$ cat src/hw/rtl/sbus_fr_pkg.sv
// ----------------------------------------------------------------------------
// sbus_fr_pkg
// Types and constants of the S.BUS frame receiver and channel decoder.
// ----------------------------------------------------------------------------
package sbus_fr_pkg;

    localparam logic       OP_BYTE      = 1'b0;
    localparam logic       OP_GAP       = 1'b1;

    localparam logic [7:0] START_BYTE   = 8'h0F;
    localparam logic [7:0] END_BYTE     = 8'h00;

    localparam int         FRAME_DEPTH  = 23;
    localparam int         ADDR_W       = 5;
    localparam logic [4:0] FLAG_POS     = 5'd23;
    localparam logic [4:0] LAST_POS     = 5'd24;

    localparam int         LOST_BIT     = 2;
    localparam int         FAILSAFE_BIT = 3;

    localparam int         CH_W         = 11;
    localparam int         ACC_W        = 18;
    localparam int         CNT_W        = 5;
    localparam logic [4:0] CNT_BYTE     = 5'd8;
    localparam logic [4:0] CNT_CHAN     = 5'd11;

    localparam logic [3:0] LAST_CH_ALL  = 4'd15;
    localparam logic [3:0] LAST_CH_HALF = 4'd7;

    typedef enum logic [1:0] {
        ST_OK       = 2'd0,
        ST_LOST     = 2'd1,
        ST_FAILSAFE = 2'd2
    } status_t;

    typedef struct packed {
        logic       opcode;
        logic [7:0] rx_byte;
    } in_item_t;

    typedef struct packed {
        logic [3:0]      channel_index;
        logic [CH_W-1:0] channel_value;
        logic [1:0]      signal_status;
        logic            last_channel;
    } out_item_t;

    typedef struct packed {
        logic              en;
        logic [ADDR_W-1:0] addr;
        logic [7:0]        data;
    } mem_wr_t;

    typedef struct packed {
        logic    start;
        status_t status;
    } dec_cmd_t;

endpackage

$ cat src/hw/rtl/sbus_fr_rx.sv
// ----------------------------------------------------------------------------
// sbus_fr_rx
// Frame framing: hunts for the start byte, stores frame bytes, checks the end
// byte and launches the channel decoder.
// ----------------------------------------------------------------------------
module sbus_fr_rx (
    input  logic                  clk,
    input  logic                  rst_n,
    input  logic                  beat,
    input  sbus_fr_pkg::in_item_t item,
    output sbus_fr_pkg::mem_wr_t  wr,
    output sbus_fr_pkg::dec_cmd_t cmd
);

    typedef enum logic [2:0] {
        PH_HUNT    = 3'b001,
        PH_RECV    = 3'b010,
        PH_DISCARD = 3'b100
    } phase_t;

    phase_t     phase_reg, phase_next;
    logic [4:0] idx_reg, idx_next;
    logic [4:0] idx_inc;
    logic [7:0] flags_reg, flags_next;

    assign idx_inc = 5'(idx_reg + 5'd1);

    always_comb
    begin
        phase_next = phase_reg;
        idx_next   = idx_reg;
        flags_next = flags_reg;
        wr         = '0;
        cmd.start  = 1'b0;
        if (flags_reg[sbus_fr_pkg::FAILSAFE_BIT])
        begin
            cmd.status = sbus_fr_pkg::ST_FAILSAFE;
        end
        else if (flags_reg[sbus_fr_pkg::LOST_BIT])
        begin
            cmd.status = sbus_fr_pkg::ST_LOST;
        end
        else
        begin
            cmd.status = sbus_fr_pkg::ST_OK;
        end

        if (beat)
        begin
            if (item.opcode == sbus_fr_pkg::OP_GAP)
            begin
                phase_next = PH_HUNT;
            end
            else
            begin
                case (phase_reg)
                    PH_RECV:
                    begin
                        idx_next = idx_inc;
                        if (idx_inc >= 5'd1 && idx_inc <= sbus_fr_pkg::FLAG_POS)
                        begin
                            wr.en   = 1'b1;
                            wr.addr = 5'(idx_inc - 5'd1);
                            wr.data = item.rx_byte;
                        end
                        if (idx_inc == sbus_fr_pkg::FLAG_POS)
                        begin
                            flags_next = item.rx_byte;
                        end
                        if (idx_inc >= sbus_fr_pkg::LAST_POS)
                        begin
                            phase_next = PH_HUNT;
                            if (idx_inc == sbus_fr_pkg::LAST_POS &&
                                item.rx_byte == sbus_fr_pkg::END_BYTE)
                            begin
                                cmd.start = 1'b1;
                            end
                        end
                    end
                    PH_DISCARD:
                    begin
                        phase_next = PH_DISCARD;
                    end
                    default:
                    begin
                        if (item.rx_byte == sbus_fr_pkg::START_BYTE)
                        begin
                            idx_next   = 5'd0;
                            phase_next = PH_RECV;
                        end
                        else
                        begin
                            phase_next = PH_DISCARD;
                        end
                    end
                endcase
            end
        end
    end

    always_ff @(posedge clk or negedge rst_n)
    begin
        if (!rst_n)
        begin
            phase_reg <= PH_HUNT;
            idx_reg   <= 5'd0;
            flags_reg <= 8'd0;
        end
        else
        begin
            phase_reg <= phase_next;
            idx_reg   <= idx_next;
            flags_reg <= flags_next;
        end
    end

endmodule

$ cat src/hw/rtl/sbus_fr_dec.sv
// ----------------------------------------------------------------------------
// sbus_fr_dec
// Frame store and channel unpacker: one byte-merge shifter and an 11-bit
// extractor, sequenced channel by channel, feeding an output register.
// ----------------------------------------------------------------------------
module sbus_fr_dec (
    input  logic                   clk,
    input  logic                   rst_n,
    input  sbus_fr_pkg::mem_wr_t   wr,
    input  sbus_fr_pkg::dec_cmd_t  cmd,
    input  logic                   all_ch,
    input  logic                   out_stall,
    output logic                   busy,
    output logic                   out_valid,
    output sbus_fr_pkg::out_item_t out_data
);

    typedef enum logic [3:0] {
        D_IDLE  = 4'b0001,
        D_FETCH = 4'b0010,
        D_LOAD  = 4'b0100,
        D_EMIT  = 4'b1000
    } dstate_t;

    logic [7:0] frame_mem [sbus_fr_pkg::FRAME_DEPTH];
    logic [7:0] rd_data_reg;

    dstate_t                          state_reg, state_next;
    logic [sbus_fr_pkg::ACC_W-1:0]    acc_reg, acc_next;
    logic [sbus_fr_pkg::CNT_W-1:0]    cnt_reg, cnt_next;
    logic [sbus_fr_pkg::CNT_W-1:0]    cnt_add;
    logic [3:0]                       ch_reg, ch_next;
    logic [sbus_fr_pkg::ADDR_W-1:0]   rd_ptr_reg, rd_ptr_next;
    sbus_fr_pkg::status_t             status_reg, status_next;
    logic                             out_valid_reg, out_valid_next;
    sbus_fr_pkg::out_item_t           out_data_reg, out_data_next;
    logic                             last_ch;
    logic                             out_free;

    always_ff @(posedge clk)
    begin
        if (wr.en)
        begin
            frame_mem[wr.addr] <= wr.data;
        end
        rd_data_reg <= frame_mem[rd_ptr_reg];
    end

    assign last_ch  = (ch_reg == (all_ch ? sbus_fr_pkg::LAST_CH_ALL
                                         : sbus_fr_pkg::LAST_CH_HALF));
    assign out_free = !out_valid_reg || !out_stall;
    assign cnt_add  = cnt_reg + sbus_fr_pkg::CNT_BYTE;

    always_comb
    begin
        state_next     = state_reg;
        acc_next       = acc_reg;
        cnt_next       = cnt_reg;
        ch_next        = ch_reg;
        rd_ptr_next    = rd_ptr_reg;
        status_next    = status_reg;
        out_valid_next = out_valid_reg && out_stall;
        out_data_next  = out_data_reg;

        case (state_reg)
            D_FETCH:
            begin
                // read issued this cycle, data lands in rd_data_reg
                rd_ptr_next = sbus_fr_pkg::ADDR_W'(rd_ptr_reg + 1'b1);
                state_next  = D_LOAD;
            end
            D_LOAD:
            begin
                acc_next   = acc_reg | (sbus_fr_pkg::ACC_W'(rd_data_reg) << cnt_reg);
                cnt_next   = cnt_add;
                state_next = (cnt_add >= sbus_fr_pkg::CNT_CHAN) ? D_EMIT : D_FETCH;
            end
            D_EMIT:
            begin
                if (out_free)
                begin
                    out_valid_next              = 1'b1;
                    out_data_next.channel_index = ch_reg;
                    out_data_next.channel_value = acc_reg[sbus_fr_pkg::CH_W-1:0];
                    out_data_next.signal_status = status_reg;
                    out_data_next.last_channel  = last_ch;
                    acc_next   = acc_reg >> sbus_fr_pkg::CH_W;
                    cnt_next   = cnt_reg - sbus_fr_pkg::CNT_CHAN;
                    ch_next    = 4'(ch_reg + 4'd1);
                    // fewer than eleven bits remain, so refill next unless this was the last channel
                    state_next = last_ch ? D_IDLE : D_FETCH;
                end
            end
            default:
            begin
                if (cmd.start)
                begin
                    acc_next    = '0;
                    cnt_next    = '0;
                    ch_next     = 4'd0;
                    rd_ptr_next = '0;
                    status_next = cmd.status;
                    state_next  = D_FETCH;
                end
            end
        endcase
    end

    always_ff @(posedge clk or negedge rst_n)
    begin
        if (!rst_n)
        begin
            state_reg     <= D_IDLE;
            out_valid_reg <= 1'b0;
            acc_reg       <= '0;
            cnt_reg       <= '0;
            ch_reg        <= 4'd0;
            rd_ptr_reg    <= '0;
            status_reg    <= sbus_fr_pkg::ST_OK;
        end
        else
        begin
            state_reg     <= state_next;
            out_valid_reg <= out_valid_next;
            acc_reg       <= acc_next;
            cnt_reg       <= cnt_next;
            ch_reg        <= ch_next;
            rd_ptr_reg    <= rd_ptr_next;
            status_reg    <= status_next;
        end
    end

    always_ff @(posedge clk)
    begin
        out_data_reg <= out_data_next;
    end

    assign busy      = (state_reg != D_IDLE);
    assign out_valid = out_valid_reg;
    assign out_data  = out_data_reg;

endmodule

$ cat src/hw/rtl/sbus_frame_receiver_decoder_unit.sv
// ----------------------------------------------------------------------------
// sbus_frame_receiver_decoder_unit
// S.BUS frame receiver and 11-bit channel decoder.
// ----------------------------------------------------------------------------
// Input channel (in_valid/in_stall/in_data): one beat per received byte or per
// gap event (receive buffer empty). A byte that causes no result is taken
// without a stall while the decoder is idle. The closing 0x00 byte of a good
// 25-byte frame starts the decoder, and in_stall stays high until its last
// channel beat has been loaded into the output register.
// Output channel (out_valid/out_stall/out_data): one beat per channel, 8 or 16
// of them, last_channel set on the final one. For each channel the decoder
// reads bytes from the frame store (FETCH) and merges them into a bit
// accumulator (LOAD) until eleven bits are held, then loads the channel into
// the output register (EMIT).
// A stalled output beat holds; the decoder waits in EMIT until it is taken.
// cfg_we/cfg_wdata write decode_all_channels (1: sixteen channels, 0: eight);
// write it only while no frame is being decoded.
// Reset: hunting for a start byte, sixteen-channel mode, output empty. The
// frame store needs no clearing; every frame rewrites it before it is read.
// ----------------------------------------------------------------------------
module sbus_frame_receiver_decoder_unit (
    input  logic                   clk,
    input  logic                   rst_n,
    input  logic                   in_valid,
    output logic                   in_stall,
    input  sbus_fr_pkg::in_item_t  in_data,
    output logic                   out_valid,
    input  logic                   out_stall,
    output sbus_fr_pkg::out_item_t out_data,
    input  logic                   cfg_we,
    input  logic                   cfg_wdata
);

    logic                  all_ch_reg;
    logic                  busy;
    logic                  in_beat;
    sbus_fr_pkg::mem_wr_t  wr;
    sbus_fr_pkg::dec_cmd_t cmd;

    always_ff @(posedge clk or negedge rst_n)
    begin
        if (!rst_n)
        begin
            all_ch_reg <= 1'b1;
        end
        else if (cfg_we)
        begin
            all_ch_reg <= cfg_wdata;
        end
    end

    assign in_stall = busy;
    assign in_beat  = in_valid && !busy;

    sbus_fr_rx u_rx (
        .clk   (clk),
        .rst_n (rst_n),
        .beat  (in_beat),
        .item  (in_data),
        .wr    (wr),
        .cmd   (cmd)
    );

    sbus_fr_dec u_dec (
        .clk       (clk),
        .rst_n     (rst_n),
        .wr        (wr),
        .cmd       (cmd),
        .all_ch    (all_ch_reg),
        .out_stall (out_stall),
        .busy      (busy),
        .out_valid (out_valid),
        .out_data  (out_data)
    );

endmodule

$ cat config.mk
export PLATFORM = sky130hd
export DESIGN_NAME = sbus_frame_receiver_decoder_unit
export DESIGN_NICKNAME = d
export VERILOG_FILES = /design/src/hw/rtl/sbus_fr_pkg.sv /design/src/hw/rtl/sbus_fr_rx.sv /design/src/hw/rtl/sbus_fr_dec.sv /design/src/hw/rtl/sbus_frame_receiver_decoder_unit.sv
export SDC_FILE = /design/constraint.sdc
export NUM_CORES = 1
export LEC_CHECK = 0
export ABC_AREA = 1
export BUFFER_PORTS_ARGS = -buffer_cell sky130_fd_sc_hd__buf_2
export CELL_PAD_IN_SITES_DETAIL_PLACEMENT = 1
export CELL_PAD_IN_SITES_GLOBAL_PLACEMENT = 1
export CORE_MARGIN = 2
export CORE_UTILIZATION = 56
export CTS_BUF_LIST = sky130_fd_sc_hd__clkbuf_4 sky130_fd_sc_hd__clkbuf_8
export CTS_CLUSTER_SIZE = 14
export DETAILED_ROUTE_END_ITERATION = 12
export PLACE_DENSITY = 0.95
export SLEW_MARGIN = 20
export SYNTH_ARGS = -nofsm -noshare
export SYNTH_HDL_FRONTEND = slang
export SYNTH_SLANG_ARGS = --single-unit
$ cat constraint.sdc
create_clock -name clk -period 5.9 [get_ports clk]
set_input_delay 0.59 -clock clk [delete_from_list [all_inputs] [get_ports clk]]
set_output_delay 0.59 -clock clk [all_outputs]
set_load 0.05 [all_outputs]
==> results.tsv, run 1 <==
stage	metric	value	unit
power_and_ir_drop	Gate power share	0.5	%
job	max cap viols	0	
sta	setup TNS	0	ps
routing	Routed WL per cell	27.5	µm
critical_path	crit path kind	reg -> reg	
yosys	EDFF count, synth	202	
routing	number of remaining DRC errors	0	
yosys	cell taking the most area after synthesis	edfxtp_1	
power_and_ir_drop	Clock Power Share	44.5	%
sta	unrepaired setup endpoints after global routing	false	
die	I/O pin count	35	
global_routing	total track usage	37.6	%
yosys	Post-Synthesis Cells	1093	
routing	total routed wirelength	39.5	mm
critical_path	CP top delay family	simple AND/OR/NAND/NOR gates	
place	gpl congestion	0.856	
final_layout	area added between synthesis and finish	10.3	%
die	Initial Util	56.8	%
critical_path	cell mode on critical path	nor2_1	
place	post-DP HPWL	21.9	mm
yosys	Syn Nets	1116	
critical_path	Setup crit start kind	register	
routing	Routed Antenna Nets	0	
sta	Max Clock Freq	276	MHz
routing	vias per inst	6.52	
global_routing	vias in the first global route	10200	
sta	Slew Viols, Final	0	
place	PortBufs	34	
yosys	Synth Register Bits	260	
final_layout	commonest cells after routing, fill and taps aside	nand2_1, edfxtp_1, nor2_1	
clocking	CTS tree	yes	
critical_path	R2R setup slack	2270	ps
yosys	Main synth FF type	edfxtp_1	
yosys	syn avg cell area	10.5	µm²
global_routing	largest net degree at the start of global routing	66	
clocking	clock sink total	260	
clocking	setup bufs post-CTS	0	
critical_path	Worst R2R End	u_dec.frame_mem[15][4]	
final_layout	max FFs per register	184	
outcome	outcome	finished clean	
power_and_ir_drop	Max VDD drop	236	µV
sta	Hold Vio Cnt, Final	0	
clocking	hold buffer count at cts	0	
sta	Slew HR	40.1	%
die	core area	0.0201	mm²
critical_path	Worst setup EP type	register	
global_routing	first-pass GRT wire length	60.9	mm
yosys	Yosys warning total	0	
critical_path	WP data arrival	3820	ps
final_layout	most common library cell in the layout ignoring fill and taps	nand2_1	
place	Cell Count Post-Placement	1362	
power_and_ir_drop	switch share	23.1	%
clocking	Clk Latency, worst-skew pair	610	ps
final_layout	final net count	1159	
power_and_ir_drop	Pleak	0.00458	µW
sta	Worst-Margin Slew	895	ps
global_routing	met2 Use GR	64.3	%
power_and_ir_drop	pwr dens	282	mW/mm²
critical_path	crit path max fanout	13	
global_routing	met1 GRT Util	42.7	%
final_layout	share of cells above drive strength 1	12.8	%
sta	final hold slack	124	ps
sta	Clock Skew	59.8	ps
clocking	maximum level of the CTS H-tree	2	
final_layout	antenna cells	0	
die	Std-Cell Rows	52	
routing	1st-pass router iterations	6	
power_and_ir_drop	NetSw	821	µW
sta	final setup violating endpoints	0	
final_layout	design area	0.0126	mm²
critical_path	CP Buf/Inv Count	2	
clocking	# resized after CTS	0	
sta	Final min period	3630	ps
yosys	sequential cell area fraction in the yosys report	65.5	%
routing	vias after detailed routing	9388	
power_and_ir_drop	sequential power share	55.0	%
die	Die ar.	0.0216	mm²
global_routing	met3 Track Usage GR	8.42	%
power_and_ir_drop	Internal Power	2730	µW
critical_path	CP max-delay cell	nor2_1	
yosys	Synth area leaders	edfxtp_1, dfrtp_1, nand2_1, o21ai_0, nor2_1	
yosys	synthesized area	0.0114	mm²
critical_path	CP required	6090	ps
yosys	Yosys cell types	47	
routing	DRT iter0 DRCs	929	
clocking	clock tree buffer depth	3	
global_routing	Congestion Overflow GR	0	
die	Chip Height	147	µm
hold_path	worst hold path type	in -> async	
clocking	CTS buffer count	42	
clocking	CTS Root Cell	clkbuf_8	
critical_path	RR Startpoint	u_rx.idx_reg[0]	
final_layout	final std cells w/o fill	1439	
place	Post-DP Area	0.0118	mm²
sta	fin crit share	61.4	%
yosys	Synth async-reset ratio	19.2	%
power_and_ir_drop	Tot Pwr	3550	µW
clocking	Clock transition at path regs	80	ps
critical_path	crit-path max cell delay	750	ps
yosys	top cell type's share of synthesized area	53.1	%
global_routing	antenna violations before repair	1	
critical_path	worst r2r path cells	11	
global_routing	layer with the highest usage	met2	
critical_path	CP cell instances	inv_1, ha_1, inv_1, nor2_1, nand3_1, nand2_1, nand2_1, nand3_2, nor2_1, o21ai_1, nor2_1	
die	width of the die	147	µm
==> metal layers <==
metal  up-vias  routed length, µm
li1       3857                  -
met1      4586              13500
met2       704              19700
met3       241               3670
met4         0               2710
met5         -                  0
==> worst max path at each step <==
| stage | slack (ps) | to | cells past startpoint | from |
|---|---|---|---|---|
| 3_3_place_gp | 3020 | u_dec.frame_mem[10][3] | 11 | u_rx.idx_reg[0] |
| 2_1_floorplan | 3550 | u_dec.frame_mem[10][0] | 9 | u_rx.idx_reg[0] |
| 5_1_grt | 2150 | u_dec.frame_mem[13][3] | 11 | u_rx.idx_reg[0] |
| 3_5_place_dp | 2690 | u_dec.frame_mem[9][3] | 11 | u_rx.idx_reg[0] |
| 4_1_cts | 2330 | u_dec.frame_mem[13][3] | 11 | u_rx.idx_reg[0] |
| 6_report | 2270 | u_dec.frame_mem[15][4] | 11 | u_rx.idx_reg[0] |
==> layout make-up <==
type	count	area, µm²
timing repair buffer	47	268
multi-input combinational	699	3390
tap	270	338
clock buffer	57	691
sequential	260	7480
clock inverter	20	110
fill	2144	7500
inverter	86	325
==> synthesized netlist by cell type, types with 2 or more instances <==
cell type	count
nor2_4	3
ha_1	8
a31oi_1	4
xor2_1	4
nand3_1	78
dfxtp_1	8
nor3_1	3
dfrtp_1	47
mux2i_1	9
nor2_1	132
clkbuf_1	23
o21ai_0	109
buf_2	15
clkinv_1	5
inv_2	4
nand3_2	2
inv_1	76
nand4_1	8
o21ai_2	7
edfxtp_1	202
nand2_2	8
a21oi_1	43
buf_1	5
o22ai_1	14
nor2_2	5
o211ai_1	14
dfstp_2	3
nand2_1	228
buf_6	4
o221ai_1	4
a21boi_0	2
==> cell families after synthesis <==
logic type               share of synthesized area (%)
AND/OR/NAND/NOR                                   17.7
adder cells (fa/ha/maj)                          0.876
XOR/XNOR                                         0.383
buffers and inverters                             4.88
multiplexers                                     0.788
AO/OA/AOI/OAI                                     9.86
flip-flops                                        65.5
==> through the flow <==
stage / util [%] / worst slack, ps
after floorplan: - / 3550
after global placement: 58.7 / 3020
after detailed placement: 58.7 / 2690
after CTS: 62.7 / 2330
after global routing: 62.7 / 2150
final: 62.7 / 2270
==> power by group through the flow <==
stage / logic, µW / registers, µW / clock network [µW]
6_report: 18.1 / 1950 / 1580
5_1_grt: 20.3 / 1950 / 1650
4_1_cts: 18.4 / 1950 / 1570
3_5_place_dp: 17.6 / 1990 / 0
3_3_place_gp: 16.6 / 1990 / 0
2_1_floorplan: 3.00 / 1990 / 0
(Power assumes the default switching activity.)
==> run 2, diff against run 1 <==
--- a/config.mk
+++ b/config.mk
@@ -5,16 +5,16 @@
 export SDC_FILE = /design/constraint.sdc
 export NUM_CORES = 1
 export LEC_CHECK = 0
-export ABC_AREA = 1
+export ABC_AREA = 0
 export BUFFER_PORTS_ARGS = -buffer_cell sky130_fd_sc_hd__buf_2
 export CELL_PAD_IN_SITES_DETAIL_PLACEMENT = 1
 export CELL_PAD_IN_SITES_GLOBAL_PLACEMENT = 1
 export CORE_MARGIN = 2
-export CORE_UTILIZATION = 56
+export CORE_UTILIZATION = 55
 export CTS_BUF_LIST = sky130_fd_sc_hd__clkbuf_4 sky130_fd_sc_hd__clkbuf_8
 export CTS_CLUSTER_SIZE = 14
 export DETAILED_ROUTE_END_ITERATION = 12
-export PLACE_DENSITY = 0.95
+export PLACE_DENSITY = 0.89
 export SLEW_MARGIN = 20
 export SYNTH_ARGS = -nofsm -noshare
 export SYNTH_HDL_FRONTEND = slang
==> constraint.sdc (replaced) <==
create_clock -name clk -period 3.65 [get_ports clk]
set_input_delay 0.365 -clock clk [delete_from_list [all_inputs] [get_ports clk]]
set_output_delay 0.365 -clock clk [all_outputs]
set_load 0.05 [all_outputs]
==> run 2 against run 1 <==
  * Count of clock-buffer cells in the layout shrank 4
  * Critical path type unchanged
  * Highest routed layer unchanged
  * Cell area barely moved
  * Sequential share of layout area about the same
  * Synthesized area decreased by 2.0%
  * Critical path depth is 4 lower
  * Clock skew decreased by 0.78 ps
  * Synthesized cell count shrank 33%
==> results.tsv, run 2 <==
stage	metric	value	unit
outcome	outcome	finished clean	
global_routing	total track usage	31.5	%
global_routing	Congestion Overflow GR	0	
final_layout	commonest cells after routing, fill and taps aside	edfxtp_1, dfrtp_1, nand2_1	
critical_path	Setup crit start kind	register	
die	I/O pin count	35	
die	core area	0.0201	mm²
hold_path	worst hold path type	in -> reg	
clocking	clock sink total	260	
yosys	Synth Register Bits	260	
routing	vias per inst	6.65	
global_routing	first-pass GRT wire length	50.0	mm
clocking	CTS Root Cell	clkbuf_8	
power_and_ir_drop	pwr dens	665	mW/mm²
final_layout	most common library cell in the layout ignoring fill and taps	edfxtp_1	
final_layout	design area	0.0126	mm²
critical_path	crit path max fanout	23	
power_and_ir_drop	Tot Pwr	8390	µW
critical_path	crit path launch	u_rx.idx_reg[0]	
sta	fin crit share	97.2	%
hold_path	Hold Crit Depth	2	
sta	final worst slack	104	ps
yosys	sequential cell area fraction in the yosys report	66.8	%
die	Chip Height	147	µm
yosys	top cell type's share of synthesized area	54.2	%
job	max cap viols	0	
die	Initial Util	55.7	%
final_layout	final net count	830	
sta	Max Clock Freq	282	MHz
critical_path	CP cell instances	ha_1, xor2_1, nor4_1, and3_1, or3_2, nor4b_1, buf_4	
critical_path	crit-path max cell delay	710	ps
routing	Routed Antenna Nets	0	
final_layout	Filler Cell Count	1836	
place	pre-CTS setup slack	257	ps
yosys	Syn Nets	754	
power_and_ir_drop	Pleak	0.00407	µW
yosys	Yosys cell types	72	
clocking	maximum level of the CTS H-tree	2	
sta	Worst-Margin Slew	1140	ps
yosys	syn avg cell area	15.3	µm²
yosys	most common cell in the netlist	edfxtp_1	
routing	vias after detailed routing	7362	
place	gpl congestion	0.873	
yosys	synthesized area	0.0112	mm²
yosys	Synth area leaders	edfxtp_1, dfrtp_1, mux4_2, mux2i_1, nand2_1	
yosys	EDFF count, synth	202	
sta	Slew Viols, Final	0	
routing	1st-pass router iterations	5	
die	width of the die	147	µm
global_routing	largest net degree at the start of global routing	52	
yosys	cell taking the most area after synthesis	edfxtp_1	
final_layout	max FFs per register	184	
final_layout	area added between synthesis and finish	12.6	%
yosys	Post-synth top cells	edfxtp_1, dfrtp_1, nand2_1, mux4_2, nor2_1	
critical_path	WP data arrival	3790	ps
place	Post-DP Area	0.0118	mm²
yosys	Main synth FF type	edfxtp_1	
sta	Slew HR	24.3	%
sta	unrepaired setup endpoints after global routing	false	
power_and_ir_drop	Max VDD drop	515	µV
clocking	Clk Latency, worst-skew pair	580	ps
clocking	CTS buffer count	41	
yosys	Post-Synthesis Cells	731	
sta	Clock Skew	59.0	ps
sta	Hold Vio Cnt, Final	0	
global_routing	antenna violations before repair	1	
sta	Final min period	3550	ps
critical_path	R2R setup slack	100	ps
hold_path	Hold EP	all_ch_reg	
clocking	CTS tree	yes	
yosys	Yosys warning total	0	
routing	total routed wirelength	33.0	mm
critical_path	Worst R2R End	u_dec.frame_mem[9][0]	
critical_path	worst r2r path cells	7	
routing	Routed WL per cell	29.8	µm
hold_path	min-delay src	cfg_wdata	
final_layout	share of cells above drive strength 1	25.4	%
global_routing	vias in the first global route	7924	
place	post-DP HPWL	19.6	mm
critical_path	crit path kind	reg -> reg	
critical_path	CP max-delay cell	or3_2	
clocking	Clock transition at path regs	60	ps
yosys	Synth async-reset ratio	19.2	%
routing	number of remaining DRC errors	0	
critical_path	Worst setup EP type	register	
clocking	setup bufs post-CTS	0	
die	Die ar.	0.0215	mm²
place	PortBufs	34	
critical_path	CP required	3890	ps
clocking	clock tree buffer depth	3	
critical_path	RR Startpoint	u_rx.idx_reg[0]	
sta	setup TNS	0	ps
routing	DRT iter0 DRCs	704	
die	Std-Cell Rows	52	
sta	final setup violating endpoints	0	
run 2: cell types whose count changed after synthesis, sizes merged, moves of 9 or more:
cell / change
nand2: -191
nor2: -102
o21ai: -90
nand3: -66
inv: -61
mux4: +40
mux2i: +26
a21oi: -19
a22o: +13
nor4: +13
o22ai: -12
mux2: +11
nor4b: +9
run 2: what timing repair did:
action	CTS	global route
resized for setup	0	1
setup endpoints to repair	0	42
hold buffers	1	0
endpoints found under the hold margin	16	0
run 2: layout make-up:
| type | instances | area (µm²) | share of cell area (%) |
|---|---|---|---|
| Inverter | 22 | 82.6 | 0.655 |
| Timing Repair Buffer | 77 | 495 | 3.93 |
| Antenna cell | 1 | 2.50 | 0.0198 |
| Tap cell | 270 | 338 | 2.68 |
| Sequential cell | 260 | 7480 | 59.3 |
| Multi-Input combinational cell | 405 | 3420 | 27.1 |
| Clock buffer | 53 | 654 | 5.19 |
| Clock inverter | 19 | 131 | 1.04 |
run 2: worst max-delay path by stage:
stage | depth (start not counted) | to | slack [ps]
after floorplan | 9 | u_dec.frame_mem[0][0] | 550
after global placement | 7 | u_dec.frame_mem[10][3] | 620
after detailed placement | 7 | u_dec.frame_mem[10][1] | 260
after CTS | 7 | u_dec.frame_mem[9][0] | 60
after global routing | 7 | u_dec.frame_mem[9][0] | 30
final | 7 | u_dec.frame_mem[9][0] | 100
run 2: report_power, final:
group	internal (µW)	switching [µW]	total [µW]	leakage (µW)
Combinational	746	1300	2050	0.00150
Sequential	3450	404	3850	0.00215
Clock	1260	1220	2480	0.000417
Total	5460	2930	8390	0.00407
run 2: stage by stage:
step / hold WS [ps] / utilization (%) / instances
CTS: 47.9 / 62.7 / 1106
detailed placement: 334 / 58.7 / 1033
finish: 56.7 / 62.7 / 1107
global placement: 317 / 58.7 / 1033
floorplan: 69.4 / - / 731
global route: 43.4 / 62.7 / 1107
run 2: logic make-up after synthesis:
| logic type | after synthesis | synth area share, % |
|---|---|---|
| compound gates | 121 | 7.61 |
| xor+xnor | 12 | 0.939 |
| fa+ha+maj | 8 | 0.894 |
| buf+inv | 66 | 2.65 |
| flops | 260 | 66.8 |
| mux | 86 | 12.3 |
| simple gates | 178 | 8.82 |
run 2: worst max-delay path, delay by kind of cell, from the launching register on:
kind / cells / cell delay, ps
simple gates: 4 / 1520
flops: 1 / 530
fa+ha+maj: 1 / 440
xor+xnor: 1 / 430
buf+inv: 1 / 280
run 2: per-layer routing:
metal	vias up	part of all wire (%)	GRT usage (%)	wire length, µm
li1	3017	-	-	-
met1	3688	35	38.0	11600
met2	512	51	53.6	16800
met3	145	8.8	7.41	2910
met4	0	5.4	15.9	1770
met5	-	0	0	0
